<file path="src/hdl/pla_pkg.sv">
// ----------------------------------------------------------------------------
// Proximity level alarm package
// Shared payload types, configuration register map, reset values,
// distance scaling constants and the melody note table.
// ----------------------------------------------------------------------------
package pla_pkg;

  // Input transaction
  typedef struct packed {
    logic [19:0] echo_us;
    logic        button_pressed;
  } in_item_t;

  // Result transaction
  typedef struct packed {
    logic [14:0] distance_cm;
    logic [2:0]  zone_level;
    logic [4:0]  led_mask;
    logic        tone_on;
    logic [9:0]  tone_hz;
  } out_item_t;

  // Configuration register map
  localparam int unsigned CfgIdxW  = 3;
  localparam int unsigned CfgDataW = 8;

  typedef enum logic [CfgIdxW-1:0] {
    CFG_BOUND1 = 3'd0,
    CFG_BOUND2 = 3'd1,
    CFG_BOUND3 = 3'd2,
    CFG_BOUND4 = 3'd3,
    CFG_FAR    = 3'd4,
    CFG_HYST   = 3'd5
  } cfg_idx_e;

  typedef struct packed {
    logic [3:0][7:0] bound;
    logic [7:0]      far_start;
    logic [3:0]      margin_cm;
  } cfg_t;

  // Boundary shift codes
  typedef enum logic [1:0] {
    SHIFT_NONE = 2'd0,
    SHIFT_UP   = 2'd1,
    SHIFT_DOWN = 2'd2
  } shift_e;

  localparam logic [7:0] BOUND1_RST = 8'd10;
  localparam logic [7:0] BOUND2_RST = 8'd20;
  localparam logic [7:0] BOUND3_RST = 8'd30;
  localparam logic [7:0] BOUND4_RST = 8'd40;
  localparam logic [7:0] FAR_RST    = 8'd50;
  localparam logic [3:0] HYST_RST   = 4'd1;

  // Classified reading passed from the front end to the zone tracker.
  // For each boundary: distance compared against the lowered, nominal and
  // raised edge.
  typedef struct packed {
    logic [14:0] dist_cm;
    logic [3:0]  le_dn;
    logic [3:0]  le_nom;
    logic [3:0]  le_up;
    logic        far_ok;
    logic        button;
  } cls_item_t;

  // Distance: floor(x / 291) with x = (echo >> 1) * 10 < 2^23, done as
  // (x * ceil(2^32 / 291)) >> 32. The rounding error 62 * x stays below
  // 2^32, so the quotient is exact over the whole input range.
  localparam logic [23:0]  DIV_RECIP    = 24'd14759338;
  localparam int unsigned  RECIP_SHIFT  = 32;
  localparam logic [14:0]  MAX_RANGE_CM = 15'd4000;

  localparam int unsigned  QUEUE_DEPTH  = 2;
  localparam int unsigned  MELODY_LEN_DEF = 96;
  localparam int unsigned  ROM_DEPTH    = 96;
  localparam logic [2:0]   MAX_LEVEL    = 3'd5;

  localparam logic [9:0] MELODY_ROM [ROM_DEPTH] = '{
    10'd466, 10'd466, 10'd466, 10'd466, 10'd466, 10'd466, 10'd466, 10'd466,
    10'd587, 10'd587, 10'd587, 10'd587, 10'd523, 10'd523, 10'd523, 10'd523,
    10'd698, 10'd698, 10'd698, 10'd698, 10'd784, 10'd784, 10'd784, 10'd784,
    10'd784, 10'd784, 10'd784, 10'd784, 10'd784, 10'd784, 10'd784, 10'd784,
    10'd523, 10'd466, 10'd440, 10'd349, 10'd392, 10'd0,   10'd392, 10'd587,
    10'd523, 10'd0,   10'd466, 10'd0,   10'd440, 10'd0,   10'd440, 10'd440,
    10'd523, 10'd0,   10'd466, 10'd440, 10'd392, 10'd0,   10'd392, 10'd932,
    10'd880, 10'd932, 10'd880, 10'd932, 10'd392, 10'd0,   10'd392, 10'd932,
    10'd880, 10'd932, 10'd880, 10'd932, 10'd392, 10'd0,   10'd392, 10'd587,
    10'd523, 10'd0,   10'd466, 10'd0,   10'd440, 10'd0,   10'd440, 10'd440,
    10'd523, 10'd0,   10'd466, 10'd440, 10'd392, 10'd0,   10'd392, 10'd932,
    10'd880, 10'd932, 10'd880, 10'd932, 10'd392, 10'd0,   10'd392, 10'd932
  };

  // Note lookup; an index past the table is a rest
  function automatic logic [9:0] melody_note(logic [7:0] idx);
    logic [9:0] note;
    note = 10'd0;
    if (idx < 8'(ROM_DEPTH)) begin
      note = MELODY_ROM[idx[6:0]];
    end
    return note;
  endfunction

endpackage

</file>
<file path="src/hdl/pla_front.sv">
// ----------------------------------------------------------------------------
// Proximity level alarm front end
// Converts the echo time to centimetres and compares the distance against
// every candidate boundary edge.
// ----------------------------------------------------------------------------
module pla_front
  import pla_pkg::*;
(
  input  in_item_t  item_i,
  input  cfg_t      cfg_i,
  output cls_item_t cls_o
);

  logic [18:0] half_echo;
  logic [22:0] scaled;
  logic [46:0] prod;
  logic [14:0] dist_cm;

  assign half_echo = item_i.echo_us[19:1];
  assign scaled    = {1'b0, half_echo, 3'b000} + {3'b000, half_echo, 1'b0};
  assign prod      = {24'd0, scaled} * {23'd0, DIV_RECIP};
  assign dist_cm   = prod[46:RECIP_SHIFT];

  always_comb begin
    logic [8:0] b;
    logic [8:0] m;
    cls_o.dist_cm = dist_cm;
    cls_o.button  = item_i.button_pressed;
    cls_o.far_ok  = (dist_cm >= {7'd0, cfg_i.far_start}) && (dist_cm <= MAX_RANGE_CM);
    m = {5'd0, cfg_i.margin_cm};
    for (int k = 0; k < 4; k++) begin
      b = {1'b0, cfg_i.bound[k]};
      cls_o.le_nom[k] = dist_cm <= {6'd0, b};
      cls_o.le_up[k]  = dist_cm <= {6'd0, b + m};
      // A lowered edge below zero is never reached
      cls_o.le_dn[k]  = (b >= m) && (dist_cm <= {6'd0, b - m});
    end
  end

endmodule

</file>
<file path="src/hdl/pla_queue.sv">
// ----------------------------------------------------------------------------
// Proximity level alarm queue
// Two-entry queue between the front end and the zone tracker.
// ----------------------------------------------------------------------------
module pla_queue
  import pla_pkg::*;
(
  input  logic      clk_i,
  input  logic      rst_ni,
  input  logic      push_i,
  input  cls_item_t push_data_i,
  output logic      full_o,
  input  logic      pop_i,
  output logic      valid_o,
  output cls_item_t data_o
);

  localparam int unsigned PtrW = (QUEUE_DEPTH > 1) ? $clog2(QUEUE_DEPTH) : 1;
  localparam int unsigned CntW = $clog2(QUEUE_DEPTH + 1);

  cls_item_t       mem_q [QUEUE_DEPTH];
  logic [PtrW-1:0] wr_ptr_q, wr_ptr_d;
  logic [PtrW-1:0] rd_ptr_q, rd_ptr_d;
  logic [CntW-1:0] count_q, count_d;

  assign full_o  = (count_q == CntW'(QUEUE_DEPTH));
  assign valid_o = (count_q != '0);
  assign data_o  = mem_q[rd_ptr_q];

  function automatic logic [PtrW-1:0] ptr_next(logic [PtrW-1:0] p);
    return (p == PtrW'(QUEUE_DEPTH - 1)) ? '0 : p + 1'b1;
  endfunction

  always_comb begin
    wr_ptr_d = push_i ? ptr_next(wr_ptr_q) : wr_ptr_q;
    rd_ptr_d = pop_i  ? ptr_next(rd_ptr_q) : rd_ptr_q;
    count_d  = count_q + CntW'(push_i) - CntW'(pop_i);
  end

  always_ff @(posedge clk_i or negedge rst_ni) begin
    if (!rst_ni) begin
      wr_ptr_q <= '0;
      rd_ptr_q <= '0;
      count_q  <= '0;
    end else begin
      wr_ptr_q <= wr_ptr_d;
      rd_ptr_q <= rd_ptr_d;
      count_q  <= count_d;
    end
  end

  always_ff @(posedge clk_i) begin
    if (push_i) begin
      mem_q[wr_ptr_q] <= push_data_i;
    end
  end

  assert property (@(posedge clk_i) disable iff (!rst_ni)
    count_q <= CntW'(QUEUE_DEPTH))
    else $error("queue count beyond depth");

  assert property (@(posedge clk_i) disable iff (!rst_ni)
    full_o |-> !push_i)
    else $error("push into full queue");

  assert property (@(posedge clk_i) disable iff (!rst_ni)
    !valid_o |-> !pop_i)
    else $error("pop from empty queue");

endmodule

</file>
<file path="src/hdl/pla_back.sv">
// ----------------------------------------------------------------------------
// Proximity level alarm zone tracker
// Holds the zone, hysteresis shifts, button and melody state, and drives
// the result register.
// ----------------------------------------------------------------------------
module pla_back
  import pla_pkg::*;
#(
  parameter int unsigned MELODY_LEN = MELODY_LEN_DEF
) (
  input  logic      clk_i,
  input  logic      rst_ni,
  input  logic      q_valid_i,
  input  cls_item_t q_data_i,
  output logic      q_pop_o,
  output logic      out_valid_o,
  input  logic      out_stall_i,
  output out_item_t out_data_o
);

  localparam int unsigned NoteW = (MELODY_LEN > 1) ? $clog2(MELODY_LEN) : 1;

  logic [2:0]       level_q, level_d;
  shift_e [3:0]     shift_q, shift_d;
  logic             seen_q, seen_d;
  logic             silenced_q, silenced_d;
  logic [NoteW-1:0] note_q, note_d;
  logic             out_valid_q;
  out_item_t        out_q, out_d;
  logic             go;
  logic [3:0]       le;
  logic [4:0]       zone;

  assign go          = q_valid_i && (!out_valid_q || !out_stall_i);
  assign q_pop_o     = go;
  assign out_valid_o = out_valid_q;
  assign out_data_o  = out_q;

  // Pick each boundary's compare by its current shift
  always_comb begin
    for (int k = 0; k < 4; k++) begin
      unique case (shift_q[k])
        SHIFT_UP:   le[k] = q_data_i.le_up[k];
        SHIFT_DOWN: le[k] = q_data_i.le_dn[k];
        default:    le[k] = q_data_i.le_nom[k];
      endcase
    end
    zone[0] = le[0];
    zone[1] = !le[0] && le[1];
    zone[2] = !le[0] && !le[1] && le[2];
    zone[3] = !le[0] && !le[1] && !le[2] && le[3];
    zone[4] = !(|le) && q_data_i.far_ok;
  end

  always_comb begin
    level_d    = level_q;
    shift_d    = shift_q;
    seen_d     = seen_q;
    silenced_d = silenced_q;
    note_d     = note_q;
    out_d.distance_cm = q_data_i.dist_cm;
    out_d.tone_on     = 1'b0;
    out_d.tone_hz     = 10'd0;

    priority if (zone[0]) begin
      if (level_q == 3'd2) shift_d[0] = SHIFT_UP;
      level_d = 3'd1;
      if (q_data_i.button != seen_q) begin
        seen_d = q_data_i.button;
        if (q_data_i.button) silenced_d = 1'b1;
      end
      if (!silenced_d) begin
        out_d.tone_on = 1'b1;
        out_d.tone_hz = melody_note(8'(note_q));
        note_d = (note_q == NoteW'(MELODY_LEN - 1)) ? '0 : note_q + 1'b1;
      end
    end else if (zone[1] || zone[2] || zone[3] || zone[4]) begin
      // Entering from below lowers the boundary underneath, entering from
      // above raises the boundary overhead
      for (int k = 1; k < 5; k++) begin
        if (zone[k]) begin
          level_d = 3'(k + 1);
          if (level_q == 3'(k)) shift_d[k-1] = SHIFT_DOWN;
          if (k < 4 && level_q == 3'(k + 2)) shift_d[k] = SHIFT_UP;
        end
      end
      silenced_d = 1'b0;
      note_d     = '0;
    end else begin
      level_d = level_q;
    end

    out_d.zone_level = level_d;
    out_d.led_mask   = ~(5'h1f << level_d);
  end

  always_ff @(posedge clk_i or negedge rst_ni) begin
    if (!rst_ni) begin
      level_q     <= 3'd0;
      shift_q     <= {4{SHIFT_NONE}};
      seen_q      <= 1'b1;
      silenced_q  <= 1'b0;
      note_q      <= '0;
      out_valid_q <= 1'b0;
    end else begin
      if (go) begin
        level_q    <= level_d;
        shift_q    <= shift_d;
        seen_q     <= seen_d;
        silenced_q <= silenced_d;
        note_q     <= note_d;
      end
      if (go) begin
        out_valid_q <= 1'b1;
      end else if (!out_stall_i) begin
        out_valid_q <= 1'b0;
      end
    end
  end

  always_ff @(posedge clk_i) begin
    if (go) begin
      out_q <= out_d;
    end
  end

  assert property (@(posedge clk_i) disable iff (!rst_ni)
    level_q <= MAX_LEVEL)
    else $error("zone level out of range");

  assert property (@(posedge clk_i) disable iff (!rst_ni)
    9'(note_q) < 9'(MELODY_LEN))
    else $error("note index past melody length");

  assert property (@(posedge clk_i) disable iff (!rst_ni)
    out_valid_q |-> (out_q.tone_on || out_q.tone_hz == 10'd0))
    else $error("tone frequency without tone");

  assert property (@(posedge clk_i) disable iff (!rst_ni)
    out_valid_q |-> ($countones(out_q.led_mask) == 32'(out_q.zone_level)))
    else $error("LED mask does not match level");

  assert property (@(posedge clk_i) disable iff (!rst_ni)
    (go && silenced_q && zone[0]) |=> !out_q.tone_on)
    else $error("tone while silenced");

endmodule

</file>
<file path="src/hdl/proximity_level_alarm_unit.sv">
// ----------------------------------------------------------------------------
// Proximity level alarm unit
// Turns ultrasonic echo times into distance, LED level and alarm melody.
// ----------------------------------------------------------------------------
// Usage:
//   Input channel (in_valid_i / in_stall_o / in_data_i) carries one reading
//   per transaction: echo time in microseconds and the stop-button level.
//   Output channel (out_valid_o / out_stall_i / out_data_o) returns exactly
//   one result per reading, in order: distance, zone level, LED mask and the
//   melody note played for that reading.
//   Configuration writes (cfg_we_i, cfg_idx_i, cfg_data_i) set the zone
//   bounds, the zone-five start and the hysteresis margin; write them only
//   while no transaction is in flight. Unknown indexes are dropped.
// Dataflow:
//   A reading is converted and classified in the cycle it is accepted and
//   written into a two-entry queue; the zone tracker pops it from the queue
//   and registers the result, which is presented on the output channel.
//   One reading per cycle is sustained while the output is not stalled; the
//   zone state in the tracker is updated as each reading is taken, so
//   back-to-back readings see their predecessor's state.
// Reset: clears zone, hysteresis shifts and melody state; registers return
//   to 10/20/30/40/50 cm with a 1 cm margin.
// Stall: a stalled result is held; the queue keeps absorbing readings until
//   it fills, then in_stall_o rises.
// ----------------------------------------------------------------------------
module proximity_level_alarm_unit
  import pla_pkg::*;
#(
  parameter int unsigned MELODY_LEN = MELODY_LEN_DEF
) (
  input  logic                clk_i,
  input  logic                rst_ni,
  input  logic                in_valid_i,
  output logic                in_stall_o,
  input  in_item_t            in_data_i,
  output logic                out_valid_o,
  input  logic                out_stall_i,
  output out_item_t           out_data_o,
  input  logic                cfg_we_i,
  input  logic [CfgIdxW-1:0]  cfg_idx_i,
  input  logic [CfgDataW-1:0] cfg_data_i
);

  cfg_t      cfg_q;
  cls_item_t cls;
  cls_item_t q_data;
  logic      q_full;
  logic      q_valid;
  logic      q_pop;
  logic      push;

  // Configuration registers; writes to unmapped indexes fall through
  always_ff @(posedge clk_i or negedge rst_ni) begin
    if (!rst_ni) begin
      cfg_q.bound     <= {BOUND4_RST, BOUND3_RST, BOUND2_RST, BOUND1_RST};
      cfg_q.far_start <= FAR_RST;
      cfg_q.margin_cm <= HYST_RST;
    end else if (cfg_we_i) begin
      unique case (cfg_idx_i)
        CFG_BOUND1: cfg_q.bound[0]  <= cfg_data_i;
        CFG_BOUND2: cfg_q.bound[1]  <= cfg_data_i;
        CFG_BOUND3: cfg_q.bound[2]  <= cfg_data_i;
        CFG_BOUND4: cfg_q.bound[3]  <= cfg_data_i;
        CFG_FAR:    cfg_q.far_start <= cfg_data_i;
        CFG_HYST:   cfg_q.margin_cm <= cfg_data_i[3:0];
        default: begin
          // drop unmapped writes
        end
      endcase
    end
  end

  // Accept whenever the queue has room
  assign in_stall_o = q_full;
  assign push       = in_valid_i && !q_full;

  pla_front u_front (
    .item_i (in_data_i),
    .cfg_i  (cfg_q),
    .cls_o  (cls)
  );

  pla_queue u_queue (
    .clk_i       (clk_i),
    .rst_ni      (rst_ni),
    .push_i      (push),
    .push_data_i (cls),
    .full_o      (q_full),
    .pop_i       (q_pop),
    .valid_o     (q_valid),
    .data_o      (q_data)
  );

  pla_back #(
    .MELODY_LEN (MELODY_LEN)
  ) u_back (
    .clk_i       (clk_i),
    .rst_ni      (rst_ni),
    .q_valid_i   (q_valid),
    .q_data_i    (q_data),
    .q_pop_o     (q_pop),
    .out_valid_o (out_valid_o),
    .out_stall_i (out_stall_i),
    .out_data_o  (out_data_o)
  );

endmodule
</file>
<file path="config.mk">
export PLATFORM = sky130hd
export DESIGN_NAME = proximity_level_alarm_unit
export DESIGN_NICKNAME = d
export VERILOG_FILES = /design/src/hdl/pla_pkg.sv /design/src/hdl/pla_front.sv /design/src/hdl/pla_queue.sv /design/src/hdl/pla_back.sv /design/src/hdl/proximity_level_alarm_unit.sv
export SDC_FILE = /design/constraint.sdc
export NUM_CORES = 1
export LEC_CHECK = 0
export ABC_AREA = 0
export BUFFER_PORTS_ARGS = -buffer_cell sky130_fd_sc_hd__buf_2
export CAP_MARGIN = 20
export CORE_MARGIN = 4
export CORE_UTILIZATION = 55
export CTS_CLUSTER_SIZE = 40
export DETAILED_ROUTE_END_ITERATION = 8
export GPL_TIMING_DRIVEN = 0
export PLACE_DENSITY_LB_ADDON = 0.12
export SYNTH_ARGS = -nofsm -noshare
export SYNTH_HDL_FRONTEND = slang
export SYNTH_SLANG_ARGS = --single-unit
</file>
<file path="constraint.sdc">
create_clock -name clk_i -period 4.6 [get_ports clk_i]
set_clock_uncertainty 0.05 [all_clocks]
set_input_delay 0.46 -clock clk_i [delete_from_list [all_inputs] [get_ports clk_i]]
set_output_delay 0.46 -clock clk_i [all_outputs]
set_load 0.02 [all_outputs]
</file>
# Word-level counts from Yosys, hierarchy flattened
# Memory sizes are Yosys's and may differ from the RTL's.
# Cells that the tools add are included.
# W data, S select, Z words.
# totals
mem_bits_ro,1280
output_inout_bits,36
ram_bits,58
ff_bits,103
in_bits,37
word_cells,174
mem_count,2
# classes
n_lt_le_gt_ge,20
n_eq_ne,24
addsub,14
shifts,1
multipliers,1
muxes,43
reduce_logical,42
bitwise_logic,4
# memory_table
memory,words,word_bits,rd,rd_clocked_by_memory_dff,write_ports,line_no,rtl
(no name shown),128,10,1,0,0,pla_pkg.sv:100,note = MELODY_ROM[idx[6:0]];
u_queue.mem_q,2,29,1,0,1,pla_queue.sv:21,cls_item_t mem_q [QUEUE_DEPTH];
# op_table
cell,n
$le A15 B9 Y1,8
$le A15 B8 Y1,4
$mul A23 B23 Y46 const B,1
$add A8 B4 Y9,4
$sub A8 B4 Y9,4
$ge A8 B4 Y1,4
$mux W10,3
$mux W7,4
$add A22 B20 Y23,1
$mux W2,11
$mux W3,6
$ge A15 B8 Y1,1
$le A15 B12 Y1 const B,1
$reduce_and A2 Y1,7
$logic_and A1 B1 Y1,13
$eq A3 B2 Y1 const B,4
$eq A3 B3 Y1 const B,4
$mux W4,3
$mux W1,11
$mux W11,1
$eq A2 B2 Y1 const B,5
$reduce_and A3 Y1,3
$eq A2 B1 Y1 const B,4
$ge A8 B8 Y1 const B,1
22 further kinds,41

# Depth between registers and ports, before layout
# Gate-level depths: netlist of the first run.
# depth
word_depth,12
depth_mapped,42
mapped_depth_nobuf,42

# Modules after synthesis
# A second synthesis of the first run with hierarchy kept.
# hier_totals
hier_cells,2204
area_unflattened_um2,22022.4
# by_module_without_submodules
module,cells_each,instances,area_per_inst_um2
pla_front,1685,1,14689.1
pla_back,316,1,3190.6
pla_queue,105,1,2409.8
proximity_level_alarm_unit,98,1,1732.9

# Least setup slack after synthesis of the first run
# No wires, ideal clock.
# synth_path
kind,input to register
startpoint,input in_data_i[3] (netlist name)
endpoint,"memory u_queue.mem_q[0][10] (netlist name), data pin"
arrival_ns,10.551
path_slack_ns,-6.284
path_buffers,0
setup_ns,0.283
required_time_ns,4.267
path_stages,39
path_cell_list,ha_1 -> a21o_1 -> a21oi_1 -> o21bai_1 -> a2111oi_2 -> o31ai_1 -> a21oi_1 -> o21ai_0 -> xnor2_1 -> inv_1 -> ha_1 -> inv_1 -> fa_1 -> inv_1 -> ha_1 -> inv_1 -> fa_1 -> inv_1 -> (+3 left out) -> fa_1 -> inv_1 -> ha_1 -> and3_4 -> and4_1 -> and3_1 -> a21boi_1 -> nor4_1 -> a311oi_1 -> ha_1 -> o21ai_0 -> nand2b_1 -> a21oi_1 -> or3b_2 -> a221oi_1 -> a221oi_1 -> o31ai_1 -> a221oi_1
# synth_rtl
element,line_no,rtl
start: declaration,proximity_level_alarm_unit.sv:35,"input in_item_t in_data_i,"
end: declaration,pla_queue.sv:21,

==> impl_metrics.csv, run 1 <==
group,metric,value,unit
run_status,status,"complete, but fails checks",
run_status,violations,"negative setup slack",
routing,drt_wl_total,59.35,mm
clocking,clk_path_buf_depth,2,
clocking,clk_pin_slew,0.07,ns
clocking,cts_tree,"done",
logic_synthesis,yosys.cell_types.count,89,
routing,route.detailed.drc,0,
logic_synthesis,syn_nets,2864,
timing,fin_tns_setup,-213.46,ns
placed_design,hpwl,44.28,mm
routing,vias,17250,
hold_path,min_path_type,"primary input to register",
die,initial_core_util,55.63,%
global_routing,grt_pass1_wl,92.45,mm
worst_setup_path,max_stage_delay,0.51,ns
routing,drt_first_pass_iters,7,
timing,hold_viol_final,0,
die,ios,73,
worst_setup_path,crit_slowest_cell,"fa_1",
routing,via_per_inst,5.745,
timing,max_freq,108.6,MHz
global_routing,grt_usage,27.82,%
finish,finish.instance_area,26590,µm²
clocking,cts_buffers,17,
die,dieArea,42410,µm²
routing,post_drt_wl_per_cell,19.76,µm
logic_synthesis,synth_seq_cells,160,
logic_synthesis,synth_flop_cell,"edfxtp_1",
placed_design,place_congestion,0.9426,
timing,holdWs,0.1636,ns
placed_design,placed_cell_area,23250,µm²
global_routing,grt_pass1_vias,17400,
worst_setup_path,crit_fanout,7,
timing,setup_ws,-4.607,ns
die,core-area,38740,µm²
die,die_h,205.9,µm
die,rows,72,
timing,period_minus_slack,9.207,ns
routing,initialDrtViolationCount,1261,
logic_synthesis,async_flop_share,43.13,%
logic_synthesis,synth_area_leaders,"ha_1, fa_1, edfxtp_1, inv_1, dfrtp_1",
global_routing,grt_max_degree,45,
worst_setup_path,critPathKind,"primary input to register",
finish,antenna_cells,0,
placed_design,post-place-cells,2831,
logic_synthesis,synth-edff-count,91,
clocking,htreeDepth,4,
timing,final_max_slew_viol_count,0,
finish,nets,3101,
timing,relSlewSlack,24.94,%
timing,tightest_slew,1.116,ns
logic_synthesis,seq_area_frac_synth,20.78,%
flow_run,maxCapViolCount,0,
worst_setup_path,cp-end-kind,"register",
clocking,clk_latency,0.44,ns
hold_path,hold_start,"in_data_i[0]",
hold_path,whs_path_depth,1,
die,die_w,205.9,µm
finish,drive_above_1_share,23.34,%
worst_setup_path,reg2reg_slack,0.20,ns
clocking,clock-root-buffer,"clkbuf_16",
clocking,cts_sinks,160,
placed_design,io_buffers,71,
timing,setup_viol,56,
worst_setup_path,critical_path_arrival,9.40,ns
timing,finalCritPeriodShare,200.1,%
worst_setup_path,start_kind,"primary input",
finish,syn_to_final_growth,23.40,%
logic_synthesis,synthesis.area,21550,µm²
logic_synthesis,netlist.area_leader.share,24.44,%
logic_synthesis,yosysWarnings,0,
finish,stdcell_count,3003,
global_routing,gr-total-overflow,0,
finish,fillers,2907,
worst_setup_path,crit_start,"in_data_i[4]",
logic_synthesis,syn_inst,2235,
worst_setup_path,r2r-end,"u_queue.mem_q[1][10]",
timing,rsz0062_at_grt,"true",
logic_synthesis,synth_area_per_cell,9.642,µm²
routing,ant_nets,0,
global_routing,antenna_found_initial,0,
worst_setup_path,timing.rr.start,"cfg_q[1]",
worst_setup_path,rr_worst_depth,13,
logic_synthesis,synth_top_area_cell,"ha_1",
worst_setup_path,crit_required,4.79,ns
worst_setup_path,endpoint,"u_queue.mem_q[1][10]",
[repair_timing]
item	4_1_cts	5_1_grt
pin swaps	129	79
resized for setup	204	84
buffers inserted	115	30
setup endpoints to repair	56	56
endpoints found under the hold margin	22	0
hold buffers	1	0
cloned	1	1
[cell families (layout without fill, tap and decap cells)]
| family | count (synthesis) | count (layout) | share of synthesized area, % |
|---|---|---|---|
| multiplexers | 50 | 50 | 2.561 |
| AND/OR/NAND/NOR | 415 | 416 | 9.685 |
| flip-flops | 160 | 160 | 20.78 |
| adder cells (fa/ha/maj) | 595 | 595 | 40.48 |
| buffers and inverters | 467 | 716 | 8.280 |
| AO/OA/AOI/OAI | 435 | 435 | 13.37 |
| XOR/XNOR | 113 | 113 | 4.848 |
[synthesized netlist by cell type, types with 5 or more instances]
master / n
and4_1: 5
o21ai_0: 99
o211ai_1: 6
nor4_1: 10
xnor2_1: 92
a211oi_1: 22
nor3_1: 33
a2111oi_0: 9
nand4_1: 29
a21oi_1: 105
inv_1: 408
or2_2: 7
a31oi_1: 11
dfstp_2: 15
ha_1: 421
and3_1: 16
mux2_2: 41
o31ai_1: 13
a21o_1: 46
o22ai_1: 10
o21bai_1: 12
o21ai_1: 6
xor2_1: 17
nor2b_1: 22
buf_2: 7
or3_1: 6
nor2_1: 84
fa_1: 171
and2_1: 14
o21a_1: 33
nand2b_1: 17
nand3_1: 36
o221ai_1: 5
a221oi_1: 9
mux2i_1: 9
edfxtp_1: 91
clkbuf_1: 43
nand2_1: 115
dfrtp_1: 54
[layer usage]
layer,vias up,wire length [µm],GRT usage [%]
met3,114,4266,5.963
li1,8180,-,-
met1,8439,26690,39.73
met4,0,1664,7.153
met5,-,0,0
met2,519,26730,43.36
[per-stage QoR]
| step | worst slack, ns | utilization [%] |
|---|---|---|
| after global routing | -4.841 | 68.65 |
| after CTS | -4.575 | 66.79 |
| final | -4.607 | 68.65 |
| after global placement | -6.983 | 59.69 |
| after floorplan | -4.507 | - |
| after detailed placement | -6.448 | 60.02 |
[cells in the final DEF (no fill, tap or decap), types with 10 or more instances in the layout]
cell type,count
nor2_1,78
fa_1,165
xnor2_4,10
a21oi_2,18
a21oi_1,79
clkbuf_1,41
buf_4,109
ha_1,367
a211oi_1,16
buf_12,13
a21o_1,46
ha_4,50
nand4_1,29
inv_2,21
nand2_1,114
o21ai_2,12
buf_2,72
dfrtp_1,54
nor3_1,27
clkbuf_16,17
buf_6,26
edfxtp_1,91
nand2b_1,16
mux2_2,41
o21a_1,33
nor2b_1,20
dfstp_2,15
nand3_1,30
xnor2_1,77
and2_1,12
o21ai_0,80
inv_1,377
[sequential cells by signal, summed over array words and instances (netlist names)]
| name | count |
|---|---|
| cfg_q | 44 |
| u_back.level_q | 3 |
| u_back.note_q | 7 |
| u_back.out_data_o | 33 |
| u_back.out_valid_o | 1 |
| u_back.seen_q | 1 |
| u_back.shift_q | 8 |
| u_back.silenced_q | 1 |
| u_queue.count_q | 2 |
| u_queue.mem_q | 58 |
| u_queue.rd_ptr_q | 1 |
| u_queue.wr_ptr_q | 1 |
[worst min path at each step]
| stage | endpoint | slack [ns] |
|---|---|---|
| floorplan | cfg_q[10] | 0.11 |
| global placement | u_queue.wr_ptr_q | 0.43 |
| detailed placement | cfg_q[43] | 0.37 |
| CTS | u_queue.mem_q[0][0] | 0.14 |
| global route | u_queue.mem_q[1][0] | 0.14 |
| finish | u_queue.mem_q[0][0] | 0.16 |
[area by class of cell]
type	count	area (µm²)	area share, %
Timing Repair Buffer	219	1809	6.803
Buffer	53	231.5	0.8704
Timing Repair inverter	1	8.758	0.03293
Tap cell	518	648.1	2.437
Clock inverter	15	207.7	0.7810
Inverter	411	1610	6.055
Sequential cell	160	4478	16.84
Multi-Input combinational cell	1609	17170	64.58
Clock buffer	17	425.4	1.600
[worst max-delay path, delay by kind of cell]
family	cells	cell delay, ns
and+or+nand+nor	5	0.92
xor gates and xnor gates	1	0.17
adders and majority gates	11	3.99
buffers and inverters	10	0.85
AOI/OAI and AO/OA	17	2.95
Power of run 1 is not shown: default switching activity piles up to over one toggle a cycle in this logic, so the estimate is an artifact.
==> inputs of run 2 (changes only) <==
- SYNTH_HIERARCHICAL: unset -> 1
==> run 2 against run 1 <==
Effect of this change: the run still ends with negative setup slack left; die area grew 2.1%; non-clock buffer count shrank 19; cell count shrank 1.0%; synthesized cell count shrank 1.4%; core utilization shrank 1.0 points; maximum frequency shrank 5.6%; via count shrank 0.47%; count of clock-buffer cells in the layout is the same; design area grew 0.81%; global-route usage shrank 1.3 points; highest routed layer unchanged.
==> impl_metrics.csv, run 2 <==
group,metric,value,unit
logic_synthesis,synth.most_common_cell,"ha_1",
finish,largest-register,"u_queue/mem_q",
logic_synthesis,synthTopCellsByCount,"ha_1, inv_1, fa_1",
worst_setup_path,max_stage_delay,0.55,ns
placed_design,placed_cell_area,23870,µm²
logic_synthesis,synth_area_per_cell,9.992,µm²
routing,post_drt_wl_per_cell,19.62,µm
worst_setup_path,endpoint,"u_queue/mem_q[0][4]",
clocking,htreeDepth,4,
die,initial_core_util,55.56,%
timing,setup_viol,56,
clocking,clk_latency,0.45,ns
routing,drt_first_pass_iters,7,
logic_synthesis,yosysWarnings,6,
finish,largest_register_ffs,58,
placed_design,place_ws,-7.540,ns
timing,finalCritPeriodShare,212.1,%
finish,finish.instance_area,26810,µm²
logic_synthesis,synthesis.area,22020,µm²
logic_synthesis,synth_top_area_cell,"ha_1",
logic_synthesis,async_flop_share,43.13,%
flow_run,maxCapViolCount,0,
placed_design,io_buffers,70,
worst_setup_path,reg2reg_slack,0.31,ns
clocking,cts_tree,"done",
logic_synthesis,synth_area_leaders,"ha_1, fa_1, edfxtp_1, inv_1, dfrtp_1",
placed_design,post-place-cells,2810,
routing,vias,17170,
global_routing,grt_pass1_vias,17580,
placed_design,place_congestion,0.9099,
routing,route.detailed.drc,0,
worst_setup_path,r2r-end,"u_queue/mem_q[0][5]",
finish,drive_above_1_share,25.66,%
finish,antenna_cells,0,
worst_setup_path,cp-end-kind,"register",
timing,setup_ws,-5.156,ns
routing,drt_wl_total,58.30,mm
worst_setup_path,crit_required,4.85,ns
global_routing,grt_max_degree,59,
worst_setup_path,crit_start,"in_data_i[4]",
die,rows,73,
worst_setup_path,critical_path_arrival,10.00,ns
timing,relSlewSlack,37.18,%
worst_setup_path,crit_slowest_cell,"fa_1",
die,core-area,39640,µm²
logic_synthesis,seq_area_frac_synth,20.33,%
logic_synthesis,yosys.cell_types.count,113,
finish,layout_commonest_cell,"ha_1",
routing,initialDrtViolationCount,1147,
timing,rsz0062_at_grt,"true",
timing,max_freq,102.5,MHz
clocking,clk_path_buf_depth,2,
timing,final_max_slew_viol_count,0,
worst_setup_path,rr_worst_depth,16,
placed_design,hpwl,44.32,mm
clocking,clock-root-buffer,"clkbuf_16",
die,dieArea,43310,µm²
worst_setup_path,timing.rr.start,"cfg_q[1]",
run_status,violations,"negative setup slack",
finish,layout_common_cells,"ha_1, inv_1, fa_1, buf_4, edfxtp_1",
global_routing,gr-total-overflow,0,
die,die_h,208.1,µm
worst_setup_path,critical_path.most_common_cell,"ha_4",
global_routing,grt_usage,26.52,%
logic_synthesis,netlist.area_leader.share,23.69,%
finish,fillers,3026,
timing,period_minus_slack,9.756,ns
clocking,clk_pin_slew,0.08,ns
worst_setup_path,crit_fanout,4,
finish,syn_to_final_growth,21.73,%
logic_synthesis,synth_flop_cell,"edfxtp_1",
routing,ant_nets,0,
timing,tightest_slew,0.9409,ns
clocking,cts_buffers,17,
routing,via_per_inst,5.778,
logic_synthesis,syn_inst,2204,
worst_setup_path,start_kind,"primary input",
die,die_w,208.1,µm
logic_synthesis,synth-edff-count,91,
finish,nets,3058,
logic_synthesis,syn_nets,2828,
run_status,status,"complete, but fails checks",
clocking,cts_sinks,160,
global_routing,grt_pass1_wl,93.15,mm
worst_setup_path,critPathKind,"primary input to register",
hold_path,min_path_type,"primary input to register",
global_routing,antenna_found_initial,0,
timing,hold_viol_final,0,
logic_synthesis,synth_seq_cells,160,
finish,stdcell_count,2972,
die,ios,73,
## run 2: cell families (layout without fill, tap and decap cells)
family	after synthesis	count (layout)	synth area share (%)
compound gates	405	405	12.75
xor+xnor	111	111	4.619
fa+ha+maj	595	595	39.53
buf+inv	432	675	7.875
flops	160	160	20.33
mux	90	90	5.074
other cells	1	1	0.01703
simple gates	410	410	9.801
## run 2: how the worst min path moves through the flow
stage / start / to / depth (start not counted)
2_1_floorplan: rst_ni / cfg_q[10] / 0
3_3_place_gp: u_queue/wr_ptr_q / u_queue/wr_ptr_q / 1
3_5_place_dp: rst_ni / cfg_q[1] / 1
4_1_cts: in_data_i[0] / u_queue/mem_q[1][0] / 1
5_1_grt: in_data_i[0] / u_queue/mem_q[1][0] / 1
6_report: in_data_i[0] / u_queue/mem_q[1][0] / 1
## run 2: area by class of cell
class / count / area (µm²) / share of cell area, %
multi-input cells: 1612 / 17500 / 65.27
flip-flops and latches: 160 / 4478 / 16.70
repair buffers: 211 / 1753 / 6.539
inverters: 390 / 1488 / 5.549
well taps: 525 / 656.9 / 2.450
clock buffers: 17 / 425.4 / 1.587
plain buffers: 42 / 299.0 / 1.115
clock inverters: 15 / 210.2 / 0.7841
## run 2: critical path, delay by kind of cell
| kind | cells | cell delay [ns] |
|---|---|---|
| AO/OA/AOI/OAI | 12 | 2.60 |
| XOR/XNOR | 2 | 0.47 |
| adder cells (fa/ha/maj) | 12 | 4.35 |
| buffers and inverters | 7 | 0.73 |
| multiplexers | 1 | 0.20 |
| AND/OR/NAND/NOR | 9 | 1.18 |
## run 2: through the flow
| stage | util (%) | TNS, ns | hold slack (ns) |
|---|---|---|---|
| 4_1_cts | 65.91 | -235.44 | 0.1323 |
| 2_1_floorplan | - | -234.28 | 0.1144 |
| 3_5_place_dp | 60.22 | -339.31 | 0.2682 |
| 6_report | 67.63 | -239.60 | 0.1564 |
| 3_3_place_gp | 59.71 | -346.75 | 0.4210 |
| 5_1_grt | 67.63 | -254.43 | 0.1372 |
## run 2: per-layer routing
layer  vias up  GRT usage [%]  share of wire (%)
met4         0          6.342                2.1
met5         -              0                  0
met2       506          42.58                 46
li1       8090              -                  -
met3        93          3.272                5.3
met1      8482          38.61                 46
## run 2: repair_timing
action	CTS	global route
setup buffers	94	39
hold buffers	1	0
endpoints found under the setup margin	56	56
pin swaps	118	56
resized for setup	149	89
hold endpoints to repair	8	0
Power of run 2 is left out for the same reason.
